[src/qat_pkg.sv]
`timescale 1ns / 1ps
// ----------------------------------------------------------------------------
// qat_pkg
// types and constants of the quoted argument tokenizer
// ----------------------------------------------------------------------------
package qat_pkg;

    localparam int CFG_LINE_W   = 15;
    localparam int CFG_TOKEN_W  = 13;
    localparam int CFG_TOKENS_W = 9;
    localparam int PADDR_W      = 4;
    localparam int PDATA_W      = 32;
    localparam int RES_MAX      = 3;
    localparam int QUEUE_DEPTH  = 4;
    localparam int QPTR_W       = 2;
    localparam int QCNT_W       = 3;

    localparam logic [CFG_LINE_W-1:0]   LINE_BYTES_RST  = 15'd16384;
    localparam logic [CFG_TOKEN_W-1:0]  TOKEN_BYTES_RST = 13'd4096;
    localparam logic [CFG_TOKENS_W-1:0] TOKENS_RST      = 9'd256;

    typedef enum logic [1:0] {
        REG_LINE_BYTES  = 2'd0,
        REG_TOKEN_BYTES = 2'd1,
        REG_TOKENS      = 2'd2
    } reg_idx_t;

    localparam logic [1:0] KIND_BYTE   = 2'd0;
    localparam logic [1:0] KIND_TOKEN  = 2'd1;
    localparam logic [1:0] KIND_STATUS = 2'd2;

    localparam logic [2:0] ST_OK          = 3'd0;
    localparam logic [2:0] ST_LINE_LONG   = 3'd1;
    localparam logic [2:0] ST_TOO_MANY    = 3'd2;
    localparam logic [2:0] ST_TOKEN_LONG  = 3'd3;
    localparam logic [2:0] ST_TRAIL_ESC   = 3'd4;
    localparam logic [2:0] ST_OPEN_QUOTE  = 3'd5;

    localparam logic [1:0] QUOTE_NONE   = 2'd0;
    localparam logic [1:0] QUOTE_SINGLE = 2'd1;
    localparam logic [1:0] QUOTE_DOUBLE = 2'd2;

    localparam logic [7:0] CH_BACKSLASH = 8'h5C;
    localparam logic [7:0] CH_SQUOTE    = 8'h27;
    localparam logic [7:0] CH_DQUOTE    = 8'h22;
    localparam logic [7:0] CH_SPACE     = 8'h20;
    localparam logic [7:0] CH_TAB       = 8'h09;
    localparam logic [7:0] CH_CR        = 8'h0D;

    typedef struct packed {
        logic [7:0] char_byte;
        logic       byte_present;
        logic       line_end;
    } in_item_t;

    typedef struct packed {
        logic [1:0]  kind;
        logic [7:0]  token_char;
        logic [7:0]  token_number;
        logic [12:0] token_size;
        logic [2:0]  line_status;
        logic [8:0]  token_total;
        logic [14:0] raw_args_offset;
        logic        last_of_run;
    } out_item_t;

    function automatic logic is_space(input logic [7:0] c);
        return (c == CH_SPACE) || ((c >= CH_TAB) && (c <= CH_CR));
    endfunction

endpackage

[src/quoted_argument_tokenizer_top.sv]
`timescale 1ns / 1ps
// ----------------------------------------------------------------------------
// quoted_argument_tokenizer_top
// shell-style tokenizer: splits a byte stream into tokens with quotes and
// escapes, reports line status, token count and raw argument offset
// ----------------------------------------------------------------------------
//  channel   signals                          width      direction
//  in        in_valid / in_ready / in_item    10 bits    request in
//  out       out_valid / out_ready / out_item 59 bits    request out
//  cfg       psel penable pwrite paddr pwdata 4/32 bits  APB write, read
//
//  one request is taken per cycle while in_ready is high; a byte gives at most
//  one result, a line end up to three; results leave through a four-entry queue,
//  one per cycle while out_ready is high. in_ready is high while the queue holds
//  at most one result, so a request giving two or more results holds in_ready
//  low until the queue drains back to at most one result
//  rst_n empties the queue, clears the line state and loads reset values into the limit registers
// ----------------------------------------------------------------------------
module quoted_argument_tokenizer_top
    import qat_pkg::*;
#(
    parameter int LINE_MAX   = 16384,
    parameter int TOKEN_MAX  = 4096,
    parameter int TOKENS_MAX = 256
)
(
    input  logic               clk,
    input  logic               rst_n,
    input  logic               in_valid,
    output logic               in_ready,
    input  in_item_t           in_item,
    output logic               out_valid,
    input  logic               out_ready,
    output out_item_t          out_item,
    input  logic               psel,
    input  logic               penable,
    input  logic               pwrite,
    input  logic [PADDR_W-1:0] paddr,
    input  logic [PDATA_W-1:0] pwdata,
    output logic [PDATA_W-1:0] prdata,
    output logic               pready
);

    localparam int LCW = $clog2(LINE_MAX + 2);
    localparam int LXW = (LCW > CFG_LINE_W) ? LCW : CFG_LINE_W;
    localparam int TCW = $clog2(TOKEN_MAX + 1);
    localparam int TXW = (TCW > CFG_TOKEN_W) ? TCW : CFG_TOKEN_W;
    localparam int NCW = $clog2(TOKENS_MAX + 1);
    localparam int NXW = (NCW > CFG_TOKENS_W) ? NCW : CFG_TOKENS_W;

    logic [CFG_LINE_W-1:0]   cfg_line_reg;
    logic [CFG_TOKEN_W-1:0]  cfg_token_reg;
    logic [CFG_TOKENS_W-1:0] cfg_tokens_reg;
    reg_idx_t                cfg_idx;
    logic                    cfg_wr;

    logic           in_tok_reg, in_tok_next;
    logic [1:0]     quote_reg, quote_next;
    logic           esc_reg, esc_next;
    logic [TCW-1:0] tlen_reg, tlen_next;
    logic [NCW-1:0] tcnt_reg, tcnt_next;
    logic [LCW-1:0] llen_reg, llen_next;
    logic [2:0]     err_reg, err_next;
    logic           seek_reg, seek_next;
    logic [14:0]    raw_reg, raw_next;

    logic [LXW-1:0] line_lim;
    logic [TXW-1:0] tok_lim;
    logic [NXW-1:0] tokens_lim;

    out_item_t         res [RES_MAX];
    logic [1:0]        res_n;
    logic              in_fire;
    logic              pop;

    out_item_t         q_mem [QUEUE_DEPTH];
    logic [QPTR_W-1:0] head_reg, tail_reg;
    logic [QCNT_W-1:0] cnt_reg;

    // configuration port
    assign pready  = 1'b1;
    assign cfg_idx = reg_idx_t'(paddr[3:2]);
    assign cfg_wr  = psel && penable && pwrite && pready;

    always_ff @(posedge clk or negedge rst_n)
    begin
        if (!rst_n)
        begin
            cfg_line_reg   <= LINE_BYTES_RST;
            cfg_token_reg  <= TOKEN_BYTES_RST;
            cfg_tokens_reg <= TOKENS_RST;
        end
        else if (cfg_wr)
        begin
            unique case (cfg_idx)
                REG_LINE_BYTES:  cfg_line_reg   <= pwdata[CFG_LINE_W-1:0];
                REG_TOKEN_BYTES: cfg_token_reg  <= pwdata[CFG_TOKEN_W-1:0];
                REG_TOKENS:      cfg_tokens_reg <= pwdata[CFG_TOKENS_W-1:0];
                default:         ;
            endcase
        end
    end

    always_comb
    begin
        unique case (cfg_idx)
            REG_LINE_BYTES:  prdata = PDATA_W'(cfg_line_reg);
            REG_TOKEN_BYTES: prdata = PDATA_W'(cfg_token_reg);
            REG_TOKENS:      prdata = PDATA_W'(cfg_tokens_reg);
            default:         prdata = '0;
        endcase
    end

    // effective limits
    assign line_lim   = (LXW'(cfg_line_reg) < LXW'(LINE_MAX)) ?
                        LXW'(cfg_line_reg) : LXW'(LINE_MAX);
    assign tok_lim    = (TXW'(cfg_token_reg) < TXW'(TOKEN_MAX)) ?
                        TXW'(cfg_token_reg) : TXW'(TOKEN_MAX);
    assign tokens_lim = (NXW'(cfg_tokens_reg) < NXW'(TOKENS_MAX)) ?
                        NXW'(cfg_tokens_reg) : NXW'(TOKENS_MAX);

    assign in_ready = (cnt_reg <= QCNT_W'(1));
    assign in_fire  = in_valid && in_ready;

    // per-byte scan and line-end handling
    always_comb
    begin
        logic [LCW-1:0] pos;
        logic           go;
        logic           do_app;
        logic           do_fin;
        logic [7:0]     c;
        logic [7:0]     q_ch;
        logic [2:0]     status;

        in_tok_next = in_tok_reg;
        quote_next  = quote_reg;
        esc_next    = esc_reg;
        tlen_next   = tlen_reg;
        tcnt_next   = tcnt_reg;
        llen_next   = llen_reg;
        err_next    = err_reg;
        seek_next   = seek_reg;
        raw_next    = raw_reg;
        res_n       = 2'd0;
        for (int k = 0; k < RES_MAX; k++)
        begin
            res[k] = '0;
        end
        pos    = llen_reg;
        go     = 1'b0;
        do_app = 1'b0;
        do_fin = 1'b0;
        c      = in_item.char_byte;
        q_ch   = (quote_reg == QUOTE_SINGLE) ? CH_SQUOTE : CH_DQUOTE;
        status = ST_OK;

        if (in_fire && in_item.byte_present)
        begin
            if (LXW'(llen_reg) <= line_lim)
            begin
                llen_next = llen_reg + LCW'(1);
            end
            if ((LXW'(llen_next) <= line_lim) && (err_reg == ST_OK))
            begin
                go = 1'b1;
                if (!in_tok_reg)
                begin
                    if (is_space(c))
                    begin
                        go = 1'b0;
                    end
                    else
                    begin
                        if (seek_reg)
                        begin
                            raw_next  = 15'(pos);
                            seek_next = 1'b0;
                        end
                        if (NXW'(tcnt_reg) >= tokens_lim)
                        begin
                            err_next = ST_TOO_MANY;
                            go       = 1'b0;
                        end
                        else
                        begin
                            in_tok_next = 1'b1;
                            tlen_next   = '0;
                        end
                    end
                end
                if (go)
                begin
                    if (esc_reg)
                    begin
                        esc_next = 1'b0;
                        do_app   = 1'b1;
                    end
                    else if (c == CH_BACKSLASH)
                    begin
                        esc_next = 1'b1;
                    end
                    else if (quote_reg != QUOTE_NONE)
                    begin
                        if (c == q_ch)
                        begin
                            quote_next = QUOTE_NONE;
                        end
                        else
                        begin
                            do_app = 1'b1;
                        end
                    end
                    else if (c == CH_SQUOTE)
                    begin
                        quote_next = QUOTE_SINGLE;
                    end
                    else if (c == CH_DQUOTE)
                    begin
                        quote_next = QUOTE_DOUBLE;
                    end
                    else if (is_space(c))
                    begin
                        do_fin = 1'b1;
                    end
                    else
                    begin
                        do_app = 1'b1;
                    end
                end
                if (do_app)
                begin
                    if (TXW'(tlen_next) >= tok_lim)
                    begin
                        err_next = ST_TOKEN_LONG;
                    end
                    else
                    begin
                        tlen_next                = tlen_next + TCW'(1);
                        res[res_n].kind          = KIND_BYTE;
                        res[res_n].token_char    = c;
                        res[res_n].token_number  = 8'(tcnt_reg);
                        res_n                    = res_n + 2'd1;
                    end
                end
                if (do_fin)
                begin
                    res[res_n].kind         = KIND_TOKEN;
                    res[res_n].token_number = 8'(tcnt_reg);
                    res[res_n].token_size   = 13'(tlen_next);
                    res_n                   = res_n + 2'd1;
                    tcnt_next               = tcnt_reg + NCW'(1);
                    in_tok_next             = 1'b0;
                    tlen_next               = '0;
                    if (tcnt_next == NCW'(1))
                    begin
                        seek_next = 1'b1;
                    end
                end
            end
        end

        if (in_fire && in_item.line_end)
        begin
            if (LXW'(llen_next) > line_lim)
            begin
                status = ST_LINE_LONG;
            end
            else
            begin
                if ((err_next == ST_OK) && in_tok_next)
                begin
                    if (esc_next)
                    begin
                        err_next = ST_TRAIL_ESC;
                    end
                    else if (quote_next != QUOTE_NONE)
                    begin
                        err_next = ST_OPEN_QUOTE;
                    end
                    else
                    begin
                        res[res_n].kind         = KIND_TOKEN;
                        res[res_n].token_number = 8'(tcnt_next);
                        res[res_n].token_size   = 13'(tlen_next);
                        res_n                   = res_n + 2'd1;
                        tcnt_next               = tcnt_next + NCW'(1);
                        if (tcnt_next == NCW'(1))
                        begin
                            seek_next = 1'b1;
                        end
                    end
                end
                if (seek_next)
                begin
                    raw_next = 15'(llen_next);
                end
                status = err_next;
            end
            res[res_n].kind        = KIND_STATUS;
            res[res_n].line_status = status;
            if (status == ST_OK)
            begin
                res[res_n].token_total     = 9'(tcnt_next);
                res[res_n].raw_args_offset = raw_next;
            end
            res_n       = res_n + 2'd1;
            in_tok_next = 1'b0;
            quote_next  = QUOTE_NONE;
            esc_next    = 1'b0;
            tlen_next   = '0;
            tcnt_next   = '0;
            llen_next   = '0;
            err_next    = ST_OK;
            seek_next   = 1'b0;
            raw_next    = '0;
        end

        if (res_n != 2'd0)
        begin
            res[2'(res_n - 2'd1)].last_of_run = 1'b1;
        end
    end

    always_ff @(posedge clk or negedge rst_n)
    begin
        if (!rst_n)
        begin
            in_tok_reg <= 1'b0;
            quote_reg  <= QUOTE_NONE;
            esc_reg    <= 1'b0;
            tlen_reg   <= '0;
            tcnt_reg   <= '0;
            llen_reg   <= '0;
            err_reg    <= ST_OK;
            seek_reg   <= 1'b0;
            raw_reg    <= '0;
        end
        else
        begin
            in_tok_reg <= in_tok_next;
            quote_reg  <= quote_next;
            esc_reg    <= esc_next;
            tlen_reg   <= tlen_next;
            tcnt_reg   <= tcnt_next;
            llen_reg   <= llen_next;
            err_reg    <= err_next;
            seek_reg   <= seek_next;
            raw_reg    <= raw_next;
        end
    end

    // result queue
    assign out_valid = (cnt_reg != '0);
    assign out_item  = q_mem[head_reg];
    assign pop       = out_valid && out_ready;

    always_ff @(posedge clk)
    begin
        for (int k = 0; k < RES_MAX; k++)
        begin
            if (2'(k) < res_n)
            begin
                q_mem[tail_reg + QPTR_W'(k)] <= res[k];
            end
        end
    end

    always_ff @(posedge clk or negedge rst_n)
    begin
        if (!rst_n)
        begin
            head_reg <= '0;
            tail_reg <= '0;
            cnt_reg  <= '0;
        end
        else
        begin
            head_reg <= head_reg + QPTR_W'(pop);
            tail_reg <= tail_reg + QPTR_W'(res_n);
            cnt_reg  <= cnt_reg - QCNT_W'(pop) + QCNT_W'(res_n);
        end
    end

endmodule

[config.mk]
export PLATFORM = sky130hd
export DESIGN_NAME = quoted_argument_tokenizer_top
export DESIGN_NICKNAME = d
export VERILOG_FILES = /design/src/qat_pkg.sv /design/src/quoted_argument_tokenizer_top.sv
export SDC_FILE = /design/constraint.sdc
export NUM_CORES = 1
export LEC_CHECK = 0
export BUFFER_PORTS_ARGS = -buffer_cell sky130_fd_sc_hd__buf_4
export CORE_MARGIN = 2
export CORE_UTILIZATION = 55
export DETAILED_ROUTE_END_ITERATION = 16
export PLACE_DENSITY = 0.89
export SETUP_SLACK_MARGIN = 0.4
export SYNTH_ARGS = -nofsm -noshare
export SYNTH_HDL_FRONTEND = slang
export SYNTH_SLANG_ARGS = --single-unit
[constraint.sdc]
create_clock -name clk -period 10.5 [get_ports clk]
set_input_delay 2.1 -clock clk [delete_from_list [all_inputs] [get_ports clk]]
set_output_delay 2.1 -clock clk [all_outputs]
set_load 0.01 [all_outputs]
==> metrics.cfg <==
[setup_path]
cp_data_arrival_time_ns=9.60
critPathMaxStageDelay_ns=0.56
regToRegSetupSlack_ns=1.20
crit_start=in_item[6]
crit_path_max_fanout=17
reg2reg_depth=36
slowest_stage=nor3_1
end_kind=flip-flop
reg2reg_from=cfg_line_reg[14]
crit_path_start_kind=input pin
endpoint=q_mem[1][6]
cp.required_ns=10.77
path_class=in -> reg
timing.rr.end=q_mem[1][6]

[timing]
finalMaxSlewViolations=0
fin_crit_sh_pct=88.9
fin_tns_setup_ns=0
maxSlewHeadroom_pct=23.3
setup_violations=0
tightest_slew_ns=1.14
whs_ns=0.496
fmax_ghz=0.107
fin_skew_ns=0.0165
rsz0062_at_grt=no
hold_violations=0
period_needed_ns=9.33

[die]
die_y_um=191
fp-row-count=68
initial_core_util_pct=55.9
core_um2=34500
die_w_um=191
pin_count=147
die-area_um2=36600

[power]
pwr-share-clk_pct=25.6
vdd_drop_max_v=0.000143
p_sw_share_pct=35.9
seqPwrFrac_pct=35.9
total_power_uw=5000
p_per_area_nw_per_um2=230
p_comb_share_pct=38.5
p_switching_uw=1790
intPower_uw=3200
p_leak_uw=0.00837

[synthesis]
ys_async_sr_fraction_pct=30.6
synth_simple_gate_area_share_pct=14.8
yosys_warnings=0
ys_seq_area_share_pct=50.2
yosysUniqueCellTypes=101
synth_flop_cell=edfxtp_1
synthAdderAreaFrac_pct=5.61
syn_avg_cell_area_um2=11.4
synth_xor_area_share_pct=2.89
yosys_register_bits=340
synth_area_um2=19300
synth-compound-area-share_pct=11.1
syn_inst=1693
synth.mux.area_fraction_pct=11.8
synth_top_family_by_area=simple AND/OR/NAND/NOR gates
synth-edff-count=236

[global_routing]
grtUsageTotal_pct=28.2
antenna_found_initial=0
grt_overflow=0
first_global_vias=14400
grt_pass1_wl_mm=79.9
grt_max_degree=62

[run]
max-cap-violations=0

[cells_and_area]
largest_reg_flops=236
area_growth_pct=12.7
design_area_um2=21800
layout.nets=1924
utilization_pct=63.0
drive_gt1_share_pct=21.3
n_antenna_cell=0
fill_cells=2590
regMostFlops=q_mem

[clock_network]
clock-sinks=340
clk_pin_slew_ns=0.06
cts_tree=done
postCtsHoldBufs=0
htree_levels=2
cts-resized-gates=0
cts-buffers-inserted=36
cts-root-buf=clkbuf_16
clockBufferDepth=3
cts_setup_buffers=0
clkLatencyLatePin_ns=0.54

[routing]
post-route-drc-count=0
vias=14700
firstDrtPassIters=6
ant_nets=0
drt-wirelength-per-cell_um=22.6
via_per_inst=6.46
drt_iter0_drc=1803
totalWireLength_mm=51.3

[hold_path]
min_from=cnt_reg[2]
worstHoldPathType=reg -> reg

[run_status]
outcome=finished clean

[place]
port_buffers=109
placed_area_um2=20600
place_congestion=0.921
hpwl_mm=36.0

-- layout make-up --
type / count / area, um2 / share of cell area (%)
repair buffers: 143 / 1100 / 5.05
multi-input cells: 1221 / 9030 / 41.5
clock buffers: 47 / 1010 / 4.66
well taps: 455 / 569 / 2.62
inverters: 43 / 161 / 0.742
clock inverters: 19 / 185 / 0.851
flip-flops and latches: 340 / 9700 / 44.6
-- per-layer routing --
metal	routed length (um)	part of all wire [%]	up-vias	track usage (%)
li1	-	-	6446	-
met1	20300	40	7229	38.4
met2	24600	48	853	45.8
met3	4800	9.4	134	5.38
met4	1540	3.0	0	8.99
met5	0	0	-	0
-- kinds of logic after synthesis --
logic type,count (synthesis)
fa+ha+maj,86
simple gates,610
compound gates,303
buf+inv,148
flops,340
mux,145
other cells,2
xor+xnor,59
-- how the worst min path moves through the flow --
stage / cells past startpoint / slack, ns / endpoint
6_report: 1 / 0.50 / cnt_reg[2]
5_1_grt: 1 / 0.54 / cnt_reg[2]
4_1_cts: 1 / 0.50 / cnt_reg[2]
3_5_place_dp: 1 / 0.49 / cnt_reg[2]
3_3_place_gp: 1 / 0.48 / cnt_reg[2]
2_1_floorplan: 1 / 0.46 / cnt_reg[2]
-- cell usage after synthesis, types with 22 or more instances --
master    number  share of area, %
a21oi_1       54               1.4
mux4_2        59               6.9
and2_1        28              0.91
edfxtp_1     236                37
nor2_1       238               4.6
mux2_2        45               2.6
o21ai_0       61               1.6
xnor2_1       34               1.5
nor2_2        22              0.71
inv_1         40              0.78
nand2_1      154               3.0
mux2i_1       34               1.8
nand3_1       37              0.96
clkbuf_1      59               1.1
dfrtp_1      101                13
o22ai_1       63               2.0
nor3_1        29              0.75
ha_1          85               5.5
-- worst max-delay path, delay by kind of cell --
| family | cells | cell delay (ns) |
|---|---|---|
| xor gates and xnor gates | 1 | 0.22 |
| AOI/OAI and AO/OA | 4 | 1.23 |
| buffers and inverters | 5 | 0.95 |
| and+or+nand+nor | 14 | 4.13 |
| adders and majority gates | 3 | 0.95 |
-- stage by stage --
step           setup WS [ns]  std cells
6_report                1.17       2268
5_1_grt                0.619       2268
4_1_cts                 1.29       2268
3_5_place_dp           0.806       2202
3_3_place_gp           0.937       2202
2_1_floorplan          0.101       1709
-- layout by cell type, fill, tap and decap left out, types with 28 or more instances in the layout --
cell type,count
nor2_1,238
edfxtp_1,236
nand2_1,154
buf_4,141
dfrtp_1,99
ha_1,85
o22ai_1,63
o21ai_0,59
mux4_2,59
a21oi_1,54
mux2_2,45
inv_1,40
clkbuf_16,38
nand3_1,37
xnor2_1,34
mux2i_1,34
nor3_1,29
and2_1,28
-- power by group through the flow --
| stage | sequential [uW] | clock (uW) | combinational [uW] |
|---|---|---|---|
| CTS | 1790 | 1280 | 1910 |
| detailed placement | 1820 | 0 | 1900 |
| floorplan | 1730 | 0 | 1320 |
| global placement | 1800 | 0 | 1850 |
| finish | 1790 | 1280 | 1920 |
| global route | 1810 | 1340 | 2070 |
Note: power is estimated with default switching activity, not from simulation.
